$ cat src/rtl/vkd_pkg.sv
// Shared types, sizes and helpers of the vertex key dedup core.
package vkd_pkg;

    // Key table and field sizes
    localparam int TABLE_DEPTH = 1024;
    localparam int IDX_W       = 20;
    localparam int POS_W       = 20;
    localparam int ATTR_W      = 21;
    localparam int VNUM_W      = 10;
    localparam int ADDR_W      = $clog2(TABLE_DEPTH);
    localparam int CNT_W       = ADDR_W + 1;

    // Hit tree: binary OR tree over the cells, registered every TREE_SPAN levels
    localparam int LEAVES          = 1 << ADDR_W;
    localparam int TREE_SPAN       = 4;
    localparam int TREE_REG_LEVELS = ADDR_W / TREE_SPAN;
    localparam int TREE_LAT        = 1 + TREE_REG_LEVELS;
    localparam int WAIT_W          = $clog2(TREE_LAT + 1);

    // Configuration register map
    localparam int PADDR_W  = 3;
    localparam int REGIDX_W = PADDR_W - 2;
    localparam logic [REGIDX_W-1:0] REG_BYPASS = REGIDX_W'(0);

    typedef struct packed {
        logic [IDX_W-1:0] pos;
        logic             tex_absent;
        logic [IDX_W-1:0] tex;
        logic             nrm_absent;
        logic [IDX_W-1:0] nrm;
    } key_t;

    typedef struct packed {
        logic clear;
        logic insert;
    } cell_ctrl_t;

    typedef struct packed {
        logic              any;
        logic [ADDR_W-1:0] idx;
    } hit_t;

    function automatic key_t make_key(
        input logic [POS_W-1:0]  pos,
        input logic [ATTR_W-1:0] tex,
        input logic [ATTR_W-1:0] nrm
    );
        key_t k;
        k.pos        = pos[IDX_W-1:0];
        k.tex_absent = tex[ATTR_W-1];
        k.tex        = tex[ATTR_W-1] ? '0 : tex[IDX_W-1:0];
        k.nrm_absent = nrm[ATTR_W-1];
        k.nrm        = nrm[ATTR_W-1] ? '0 : nrm[IDX_W-1:0];
        return k;
    endfunction

    // At most one cell hits, so OR merges the slot numbers
    function automatic hit_t merge_hit(input hit_t a, input hit_t b);
        hit_t m;
        m.any = a.any | b.any;
        m.idx = a.idx | b.idx;
        return m;
    endfunction

endpackage

$ cat src/rtl/vkd_hit_tree.sv
// Pipelined OR tree that turns the row of cell hits into a slot number.
module vkd_hit_tree (
    input  logic                            clk,
    input  logic [vkd_pkg::TABLE_DEPTH-1:0] hit,
    output vkd_pkg::hit_t                   root
);
    import vkd_pkg::*;

    hit_t node [1:2*LEAVES-1];

    for (genvar n = 1; n < 2 * LEAVES; n++)
    begin : g_node
        if (n >= LEAVES)
        begin : g_leaf
            if (n - LEAVES < TABLE_DEPTH)
            begin : g_used
                always_comb
                begin
                    node[n].any = hit[n-LEAVES];
                    node[n].idx = hit[n-LEAVES] ? ADDR_W'(n - LEAVES) : '0;
                end
            end
            else
            begin : g_pad
                always_comb
                begin
                    node[n] = '0;
                end
            end
        end
        else
        begin : g_inner
            localparam int LVL = $clog2(n + 1) - 1;
            if ((ADDR_W - LVL) % TREE_SPAN == 0)
            begin : g_reg
                always_ff @(posedge clk)
                begin
                    node[n] <= merge_hit(node[2*n], node[2*n+1]);
                end
            end
            else
            begin : g_comb
                always_comb
                begin
                    node[n] = merge_hit(node[2*n], node[2*n+1]);
                end
            end
        end
    end

    assign root = node[1];

endmodule

$ cat config.mk
export PLATFORM = sky130hd
export DESIGN_NAME = vkd_hit_tree
export DESIGN_NICKNAME = d
export VERILOG_FILES = /design/src/rtl/vkd_pkg.sv /design/src/rtl/vkd_hit_tree.sv
export SDC_FILE = /design/constraint.sdc
export NUM_CORES = 1
export LEC_CHECK = 0
export BUFFER_PORTS_ARGS = -buffer_cell sky130_fd_sc_hd__buf_2
export CORE_AREA = 10 10 395 397
export DETAILED_ROUTE_END_ITERATION = 8
export DIE_AREA = 0 0 405 407
export GPL_TIMING_DRIVEN = 0
export SLEW_MARGIN = 20
export SYNTH_ARGS = -nofsm -noshare
export SYNTH_HDL_FRONTEND = slang
export SYNTH_SLANG_ARGS = --single-unit
$ cat constraint.sdc
create_clock -name clk -period 2.28 [get_ports clk]
set_input_delay 0.684 -clock clk [delete_from_list [all_inputs] [get_ports clk]]
set_output_delay 0.684 -clock clk [all_outputs]
set_load 0.1 [all_outputs]
Yosys cells after proc, flatten, opt, wreduce, memory -nomap -nowiden
Index checks and enable logic that the tools add are counted.
{"block": "op_classes", "addsub": 0, "n_mul": 0, "n_div": 0, "n_lt_le_gt_ge": 0, "n_eq_ne": 0, "shift": 0, "muxes": 1023, "bitwise": 2045, "reduce_logical": 0}
{"op": "$or 10x10->10", "count": 1022}
{"op": "$mux 10", "count": 512}
{"op": "$mux 9", "count": 256}
{"op": "$mux 8", "count": 128}
{"op": "$or 1x1->1", "count": 1023}
{"op": "$mux 7", "count": 64}
{"op": "$mux 6", "count": 32}
{"op": "$mux 5", "count": 16}
{"op": "$mux 4", "count": 8}
{"op": "$mux 3", "count": 4}
{"op": "$mux 2", "count": 2}
{"op": "$mux 1", "count": 1}
{"block": "word_totals", "regBits": 748, "latchBits": 0, "mem_bits_rw": 0, "rom_bits": 0, "input_bits": 1025, "output_inout_bits": 11, "word_cells": 3204, "mem_count": 0}

Logic depth before layout (Yosys ltp)
{"block": "depth", "word_depth": 5, "depth_mapped": 3, "depth_no_buf": 2}

Worst setup path before layout
Ideal clock, no wire load.
{"block": "synth_timing", "path_kind": "register -> output", "from": "register, netlist name node[22448]", "to": "output root[10] in the netlist's numbering", "arrival_ns": 1.029, "required_ns": 1.596, "slack_ns": 0.567, "path_stages_with_launch": 4, "n_path_buf": 1, "cell_sequence": "dfxtp_1 -> or2_1 -> or3_1 -> buf_4"}
{"item": "to (decl)", "line": "vkd_hit_tree.sv:5", "rtl": "output vkd_pkg::hit_t root"}

==> impl_metrics.toml <==
[status]
status = "finished, violations left"
failed_checks = "negative setup slack"

[logic_synthesis]
synth_cells = 1342
synth_area_sq_um = 13100
synth_xor_area_share_pct = 0
synthSimpleGateAreaFrac_pct = 44.8
synthMuxAreaShare_pct = 0
synthDistinctLibCells = 9
synth_top_cell_by_area = "dfxtp_1"
synth_top_family_by_area = "simple AND/OR/NAND/NOR gates"
synthAdderAreaFrac_pct = 0
synth_nets = 2367
synthTopCellsByArea = "dfxtp_1 55%, nor4_1 26%, nand2_1 7.8%, nor4_2 6.5%, nand4_1 4.0%"
yosys_warnings = 0
ys_seq_elements = 356
syn_area_per_cell_sq_um = 9.73
yosysTopAreaCellShare_pct = 54.6
synth_seq_area_share_pct = 54.6
synth_compound_area_share_pct = 0

[die]
ioPinCount = 1036
core_area_sq_um = 147000
start_util_pct = 8.86
fp.dieH_microns = 407
die_area_sq_um = 165000
die_width_microns = 405
num_rows = 141

[final_layout]
drive_gt1_share_pct = 51.2
final_common_cell = "buf_2"
largest_reg_flops = 356
reg_top3 = "node (356)"
final_net_count = 3456
fillers = 16800
regMostFlops = "node"
most-common-layout-cells = "1025 x buf_2, 507 x nor4_1, 335 x dfxtp_1"
fin_area_sq_um = 22800
syn2layout_area_growth_pct = 74.9

[placed_design]
place_worst_setup_slack_ns = -0.0457
gp_congestion = 1.03
hpwl_mm = 105
place_area_sq_um = 21000
port_buffers = 1035

[critical_path]
crit_type = "flop to output port"
rr_worst_depth = 2
cp.buffers_inverters = 1
startpoint = "node[22472]$_DFF_P_"
reg2reg_to = "node[22454]$_DFF_P_"
cp-end-kind = "output port"
slowest_delay_ns = 0.37
crit_end = "root[10]"
cp.depth = 3
r2r_slack_ns = 0.53
critPathArrivalTime_ns = 1.81
cp-start-kind = "flop"
cp_cell_sequence = "or2_4, or3_4, buf_12"
worstReg2RegStart = "node[21453]$_DFF_P_"
critPathTopFamily = "simple AND/OR/NAND/NOR gates"
slowest_stage = "dfxtp_4"
required_ns = 1.60
critPathMaxFanout = 2

[drt]
vias_per_cell = 3.80
wl_mm = 115
first_pass_iters = 5
dr_total_vias = 16800
wl_per_cell_microns = 26.1
drtAntennaViolNets = 0
drtIter0Drc = 1526
drc_errors = 0

[timing]
period_needed_ns = 2.49
setup_viol = 10
rsz0062_at_grt = "yes"
period_share_pct = 109
fin_ws_ns = -0.211
max_freq_ghz = 0.401
drv_slew = 0
clock_skew_ns = 0.0488
hold_slack_ns = 0.267
finalSetupTns_ns = -1.27
slew_headroom_pct = 13.0
hold_viol_final = 0
worst_slew_pin_slew_ns = 1.29

[clock_network]
cts_tree = "done"
h-tree-depth = 2
cts_made_buffers = 46
root_buffer = "clkbuf_16"
path_clk_slew_ns = 0.07
clockBufferDepth = 3
clock_latency_ns = 0.63
cts_sinks = 356

[power_and_ir_drop]
pwr_density_cell_nw_per_um2 = 684
vdd_ir_drop_max_mv = 0.483
leakagePower_nw = 8.25

[min_path]
hp-class = "input pin to flop"
holdCritStartpoint = "hit[964]"

[global_routing]
grtUsageTotal_pct = 13.0
gr-total-overflow = 0
antenna_found_initial = 56
grt_pass1_wl_mm = 147
grt_pass1_vias = 17600
grt_max_degree = 14

[flow_run]
drv_cap = 0
## worst reg2reg max path, stage by stage, from the launching register on
cell	delay [ns]
dfxtp_1	0.31
nor4_1	1.07
nand4_1	0.19
## cells in the mapped netlist
library cell	n
nor4_1	540
nand2_1	272
nor4_2	68
dfxtp_1	356
or4_1	8
nand4_1	84
buf_4	11
or2_1	2
or3_1	1
## timing repair
action / CTS / global route
setup endpoints to repair: 11 / 10
resized for setup: 87 / 4
hold buffers: 0 / 0
buffers inserted: 1 / 2
pin swaps: 10 / 3
## routing by layer
layer | global-route usage [%] | vias up | routed length, microns
li1 | - | 7741 | -
met4 | 3.71 | 32 | 3380
met3 | 4.53 | 179 | 10800
met1 | 14.5 | 7862 | 43300
met2 | 23.1 | 957 | 57600
met5 | 0 | - | 199
## how the worst min path moves through the flow
stage / cells after the start / to
after CTS: 3 / node[21153]$_DFF_P_
after global placement: 2 / node[22474]$_DFF_P_
final: 3 / node[21155]$_DFF_P_
after detailed placement: 2 / node[22441]$_DFF_P_
after floorplan: 2 / node[22477]$_DFF_P_
after global routing: 3 / node[21154]$_DFF_P_
## final cells by class
class / count / area, sq um / share of cell area (%)
flip-flops and latches: 356 / 7180 / 31.4
multi-input cells: 975 / 6110 / 26.7
well taps: 1930 / 2410 / 10.6
plain buffers: 1 / 11.3 / 0.0493
clock inverters: 22 / 307 / 1.34
clock buffers: 63 / 1320 / 5.76
diodes: 15 / 37.5 / 0.164
repair buffers: 1051 / 5470 / 23.9
## cells by family (layout without fill, tap and decap cells)
group	after synthesis	after routing
DFF	356	356
other	0	15
buffers and inverters	11	1137
and+or+nand+nor	975	975
## power breakdown
part	internal (mW)	switching, mW	total [mW]	leakage (nW)
Combinational	0.761	0.862	1.62	4.58
Clock	4.58	3.20	7.77	0.790
Sequential	6.22	0.00884	6.23	2.88
Total	11.6	4.07	15.6	8.25
## stage by stage
stage	power [mW]	cells	util, %
floorplan	6.58	1342	-
global placement	7.94	4307	14.0
detailed placement	7.97	4320	14.2
CTS	16.0	4396	15.4
global route	16.3	4403	15.5
finish	15.6	4413	15.5
No activity file was read; power rests on OpenSTA's default activity.
