==> src/rtl/vkd_pkg.sv <==
// Shared types, sizes and helpers of the vertex key dedup core.
package vkd_pkg;

    // Key table and field sizes
    localparam int TABLE_DEPTH = 1024;
    localparam int IDX_W       = 20;
    localparam int POS_W       = 20;
    localparam int ATTR_W      = 21;
    localparam int VNUM_W      = 10;
    localparam int ADDR_W      = $clog2(TABLE_DEPTH);
    localparam int CNT_W       = ADDR_W + 1;

    // Hit tree: binary OR tree over the cells, registered every TREE_SPAN levels
    localparam int LEAVES          = 1 << ADDR_W;
    localparam int TREE_SPAN       = 4;
    localparam int TREE_REG_LEVELS = ADDR_W / TREE_SPAN;
    localparam int TREE_LAT        = 1 + TREE_REG_LEVELS;
    localparam int WAIT_W          = $clog2(TREE_LAT + 1);

    // Configuration register map
    localparam int PADDR_W  = 3;
    localparam int REGIDX_W = PADDR_W - 2;
    localparam logic [REGIDX_W-1:0] REG_BYPASS = REGIDX_W'(0);

    typedef struct packed {
        logic [IDX_W-1:0] pos;
        logic             tex_absent;
        logic [IDX_W-1:0] tex;
        logic             nrm_absent;
        logic [IDX_W-1:0] nrm;
    } key_t;

    typedef struct packed {
        logic clear;
        logic insert;
    } cell_ctrl_t;

    typedef struct packed {
        logic              any;
        logic [ADDR_W-1:0] idx;
    } hit_t;

    function automatic key_t make_key(
        input logic [POS_W-1:0]  pos,
        input logic [ATTR_W-1:0] tex,
        input logic [ATTR_W-1:0] nrm
    );
        key_t k;
        k.pos        = pos[IDX_W-1:0];
        k.tex_absent = tex[ATTR_W-1];
        k.tex        = tex[ATTR_W-1] ? '0 : tex[IDX_W-1:0];
        k.nrm_absent = nrm[ATTR_W-1];
        k.nrm        = nrm[ATTR_W-1] ? '0 : nrm[IDX_W-1:0];
        return k;
    endfunction

    // At most one cell hits, so OR merges the slot numbers
    function automatic hit_t merge_hit(input hit_t a, input hit_t b);
        hit_t m;
        m.any = a.any | b.any;
        m.idx = a.idx | b.idx;
        return m;
    endfunction

endpackage

==> src/rtl/vkd_cell.sv <==
// One table cell: stored key, valid flag and registered compare against the query.
module vkd_cell (
    input  logic               clk,
    input  logic               rst_n,
    input  vkd_pkg::cell_ctrl_t ctrl,
    input  vkd_pkg::key_t      query,
    input  logic               prev_valid,
    output logic               valid,
    output logic               hit
);
    import vkd_pkg::*;

    logic valid_reg;
    logic hit_reg;
    key_t key_reg;
    logic take;

    // Free slot at the head of the empty run takes the new key
    assign take = ctrl.insert && prev_valid && !valid_reg;

    always_ff @(posedge clk or negedge rst_n)
    begin
        if (!rst_n)
        begin
            valid_reg <= 1'b0;
        end
        else if (ctrl.clear)
        begin
            valid_reg <= 1'b0;
        end
        else if (take)
        begin
            valid_reg <= 1'b1;
        end
    end

    always_ff @(posedge clk)
    begin
        if (take)
        begin
            key_reg <= query;
        end
        hit_reg <= valid_reg && (key_reg == query);
    end

    assign valid = valid_reg;
    assign hit   = hit_reg;

endmodule

==> config.mk <==
export PLATFORM = sky130hd
export DESIGN_NAME = vkd_cell
export DESIGN_NICKNAME = d
export VERILOG_FILES = /design/src/rtl/vkd_pkg.sv /design/src/rtl/vkd_cell.sv
export SDC_FILE = /design/constraint.sdc
export NUM_CORES = 1
export LEC_CHECK = 0
export ABC_CLOCK_PERIOD_IN_PS = 3750
export BUFFER_PORTS_ARGS = -buffer_cell sky130_fd_sc_hd__buf_2
export CORE_ASPECT_RATIO = 1.25
export CORE_MARGIN = 2
export CORE_UTILIZATION = 25
export DETAILED_ROUTE_END_ITERATION = 10
export GPL_TIMING_DRIVEN = 0
export PLACE_DENSITY_LB_ADDON = 0.3
export SYNTH_ARGS = -nofsm -noshare
export SYNTH_HDL_FRONTEND = slang
export SYNTH_SLANG_ARGS = --single-unit
==> constraint.sdc <==
create_clock -name clk -period 3.75 [get_ports clk]
set_input_delay 0.75 -clock clk [delete_from_list [all_inputs] [get_ports clk]]
set_output_delay 0.75 -clock clk [all_outputs]
set_load 0.02 [all_outputs]
======== Word-level counts from Yosys, hierarchy flattened ========
Cells that the tools add are included.
W data, S select, Z words.
cells by class
  equality and inequality tests ........... 1
  multiplexer cells ....................... 2
  reduce and logical (&&, ||, !) cells .... 5
operators with widths
  operator             count
  $eq A62 B62 Y1       1
  $logic_and A1 B1 Y1  3
  $mux W1              2
  $reduce_bool A2 Y1   1
  $logic_not A1 Y1     1
storage, ports and cells
  flip-flop bits (word level) ............. 64
  output and inout bits ................... 2
  word-level logic and storage cells ...... 15

======== Depth between registers and ports, before layout ========
  depth after elaboration ................. 4
  depth in mapped cells ................... 5

======== Least setup slack after synthesis ========
OpenSTA, ideal clock, no wires.
  kind .................................... input to register
  start ................................... input port ctrl[0] (netlist bit)
  end ..................................... register key_reg[0] (netlist bit), enable pin
  library setup time ...................... 0.484 ns
  data arrival time ....................... 3.415 ns
  required time ........................... 3.266 ns
  slack ................................... -0.149 ns
  stages on the path ...................... 2
  path buffers ............................ 0
  path through ............................ nand2_1 -> nor2_1
between the ends
  word-level cells in the longest chain between the ends .. 2
RTL lines
  what                              line            text
  from (decl)                       vkd_cell.sv:5   input vkd_pkg::cell_ctrl_t ctrl,
  $logic_and A1 B1 Y1 (2 in a row)  vkd_cell.sv:19  assign take = ctrl.insert && prev_valid && !valid_reg;
  net take                          vkd_cell.sv:16  logic take;
  to (signal assigned)              vkd_cell.sv:41  key_reg <= query;
  to (decl)                         vkd_cell.sv:15  key_t key_reg;
The timed path passes the listed nets, and every way through them passes these cells.
A chain may end at the register's enable or synchronous reset.

======== Final worst setup path ========
  start ................................... input port ctrl[0] (netlist bit)
  end ..................................... register key_reg[44] (netlist bit), enable pin
The elaborated chain is that of the path after synthesis.

==> results list <==
* Length of routed wiring on met1: between 2000 and 2500 um
- Portion of total power attributed to combinational logic: approximately 7.3%
* Required time at the worst-slack endpoint: approximately 3.8 ns
- The clock tree synthesis step divided the H-tree into 3 levels.
* Die Footprint: between 0.01 and 0.015 mm^2
- Clock Power Share: between 40% and 50%
- The number of max-slew violations in the final report came to 0.
- For this design the total switching power over the nets is about 0.36 mW.
- The sequential cells in the finished layout cover a total of 0.001907 mm^2.
* Overall fraction of global-route tracks in use: 9.471%
- Number of detailed-routing iterations run before antenna repair: 4
* Worst relative slew slack: roughly 53%
* Number of gates resized after CTS: 0
- Area of combinational cells with multiple inputs: 716.9 um^2
- Entering global routing, the biggest net connects 24 pins.
- The critical path goes through buf_2 -> nand2_1 -> nor2_4 -> buf_16.
- Clock transition time at the flip-flop clock pins of the worst setup and hold paths: 0.05 ns
- The routed layout has 1,528 vias.
- Highest Clock Rate: 584.0 MHz
* Synth Area per Inst: approximately 17 um^2
- Row cnt: slightly above 40
- Worst path max stage delay: around 0.55 ns
- Max-cap violations in this run came to 0.
* Peak fanout along the critical path: 23
* Number of instances in the synthesized netlist: 158
* Leakage power: 1.296 nW
* Kind of start point of the critical path: input port
* Weighted congestion at the end of routability-driven global placement: slightly below 0.7
- Chip width: around 96 um
- Wires add up to just under 5000 um.
* Unrepaired setup endpoints after global routing: false
- CP top delay family: simple AND/OR/NAND/NOR gates
* Vias in the first global route: between 1,500 and 2,000
* Ports: 69
- Layout Nets: roughly 310
* Commonest non-fill, non-tap cell in the layout: sky130_fd_sc_hd__buf_2
* Proportion of power drawn by flip-flops and latches: 47.6%
* Syn_nets: around 230
* Post-CTS Setup Inserts: 0
- The first global-routing pass estimated about 8000 um of wire.
* Class of the tightest hold or removal check: in2async
- Number of endpoints failing setup at the final stage: 0
- The run finished with clean final reports.
* Total power per unit cell area: 503.1 mW/mm^2
* Worst-case clock buffer depth: 2
- Max FFs per register: 62
- The routed design uses around 280 um of met3 wire.
- In the final routed layout, each cell accounts on average for around 13 um.
- Kind of critical path: in2reg
* Period Utilization, post-route: a little under half
- Met2 wire length: 2367 um
* Worst-case vdd ir drop: about 0.17 mV
- On the critical path, the stage with the largest delay is an instance of sky130_fd_sc_hd__nor2_4.
* Crit path capture type: flop
- Fraction of final layout cells with drive strength greater than 1: 35.25%
- The initial utilization of the core area, before any placement, comes to between 20% and 30%.
* # diodes: 0
* Final critical-path required period: roughly 1.7 ns
* Warning count from the yosys run: 0
- Later-pin clock latency in the skew report: approximately 0.32 ns
- The die is approximately 120 um tall.
* P&R area growth vs syn: 32.01%
- For the final routed database, the setup TNS stands at 0 ns.
* Residual overflow from global routing: 0
- After filler insertion, the fill cell instance count of the layout stands at a little over 1,000.
- Max layer used: met4
- Total count of hold-check failures in the final report: 0
- Drt via density: around 4
* Clock root buffer: sky130_fd_sc_hd__clkbuf_16
- Cell area after synthesis: approximately 0.0026 mm^2
- In this run the remaining antenna-violating nets after routing total 0.
* Post-synthesis sequential element count: 64
- In the routed design, unresolved DRC markers number 0.
- Fraction of power spent switching nets: 20.48%
- The share of the Yosys chip area taken by registers is ~72%.
- The first routing iteration left 44 violations.
- Clock Skews: between 0.005 and 0.006 ns
- Internal power: about 1.4 mW
* Buffers on Ports: between 60 and 70
* Number of different library cells in the post-synthesis netlist: 21
* Floorplan core area: slightly above 0.01 mm^2
- Once detailed placement completed, the half-perimeter wirelength came to approximately 3700 um.
- Commonest cells after routing, fill and taps aside: sky130_fd_sc_hd__buf_2, sky130_fd_sc_hd__edfxtp_1, sky130_fd_sc_hd__xor2_1
* CP arrival: 1.74 ns
- Counting both buffers and inverters, the worst setup path holds a total of 2.
* Transition time at the pin with the least slew margin: 0.7039 ns
* Clk sinks: 64
- The number of antenna violations at the first check in global routing is 0.
- Utilization after layout: 34.12%
- Clock tree synthesis inserted a total of 9 buffers.
- Quantity of hold-fixing buffers added after cts: 0
- TritonCTS built the clock tree.
-- Yosys cell counts --
cell type | count | area (um^2)
sky130_fd_sc_hd__nor4_1 | 10 | 62.56
sky130_fd_sc_hd__o2bb2ai_2 | 1 | 15.01
sky130_fd_sc_hd__a21oi_1 | 1 | 5.000
sky130_fd_sc_hd__o21ai_0 | 2 | 10.01
sky130_fd_sc_hd__nand2_1 | 2 | 7.510
sky130_fd_sc_hd__a2bb2oi_1 | 1 | 8.760
sky130_fd_sc_hd__dfrtp_1 | 1 | 25.02
sky130_fd_sc_hd__inv_1 | 6 | 22.52
sky130_fd_sc_hd__nor4_2 | 1 | 12.51
sky130_fd_sc_hd__edfxtp_1 | 62 | 1862
sky130_fd_sc_hd__xnor2_1 | 18 | 157.7
sky130_fd_sc_hd__o2111a_1 | 1 | 11.26
sky130_fd_sc_hd__nor3_1 | 1 | 5.000
sky130_fd_sc_hd__xor2_1 | 38 | 332.8
sky130_fd_sc_hd__nand4_1 | 6 | 37.54
sky130_fd_sc_hd__dfxtp_1 | 1 | 20.02
sky130_fd_sc_hd__a22oi_1 | 1 | 7.510
sky130_fd_sc_hd__nor2_1 | 2 | 7.510
sky130_fd_sc_hd__a2111oi_2 | 1 | 15.01
sky130_fd_sc_hd__o2bb2ai_1 | 1 | 8.760
sky130_fd_sc_hd__nand3_1 | 1 | 5.000
-- power by group through the flow --
stage	registers [mW]	clock network [mW]	logic [mW]
floorplan	0.849	0	0.0584
global placement	0.850	0	0.120
detailed placement	0.849	0	0.131
CTS	0.835	0.825	0.132
global route	0.837	0.856	0.143
finish	0.834	0.790	0.128
-- cells by family after synthesis --
kind of cell	Yosys count	synth area share (%)
and+or+nand+nor	23	5.216
AOI/OAI and AO/OA	9	3.082
buffers and inverters	6	0.8534
DFF	64	72.26
xor gates and xnor gates	56	18.59
-- per-stage QoR --
step                hold WS, ns  instance area (um^2)  std cells  power, mW  setup slack, ns
detailed placement       0.5266                  3203        357     0.9798            1.688
CTS                      0.1759                  3483        373      1.791            2.017
floorplan                0.4544                  2641        158     0.9071           0.9220
finish                   0.1916                  3483        373      1.752            2.038
global placement         0.5243                  3143        355     0.9699          0.02723
global route             0.1769                  3483        373      1.836            1.930
-- cell type report --
| cell class | instances | share of cell area (%) |
|---|---|---|
| sequential | 64 | 54.74 |
| tap | 129 | 4.634 |
| timing repair buffer | 70 | 11.35 |
| multi-input combinational | 88 | 20.58 |
| clock buffer | 11 | 6.681 |
| inverter | 6 | 0.6466 |
| clock inverter | 5 | 1.365 |
-- final timing paths --
kind,startpoint,end,slack (ns),depth (start not counted)
worst max-delay path,ctrl[0],key_reg[44],2.04,4
worst min-delay path,rst_n,valid,0.19,1
worst max register to register,valid,key_reg[44],2.17,2
worst min register to register,valid,valid,0.61,2
max in group asynchronous,rst_n,valid,3.48,1
min in group clk,ctrl[1],valid,0.58,2
-- per-layer routing --
metal  vias to the layer above  track usage [%]
li1                        754                -
met4                         0            4.554
met3                         5            3.795
met1                       727            11.30
met5                         -                0
met2                        42            14.69
No activity file was read; power rests on OpenSTA's default activity.
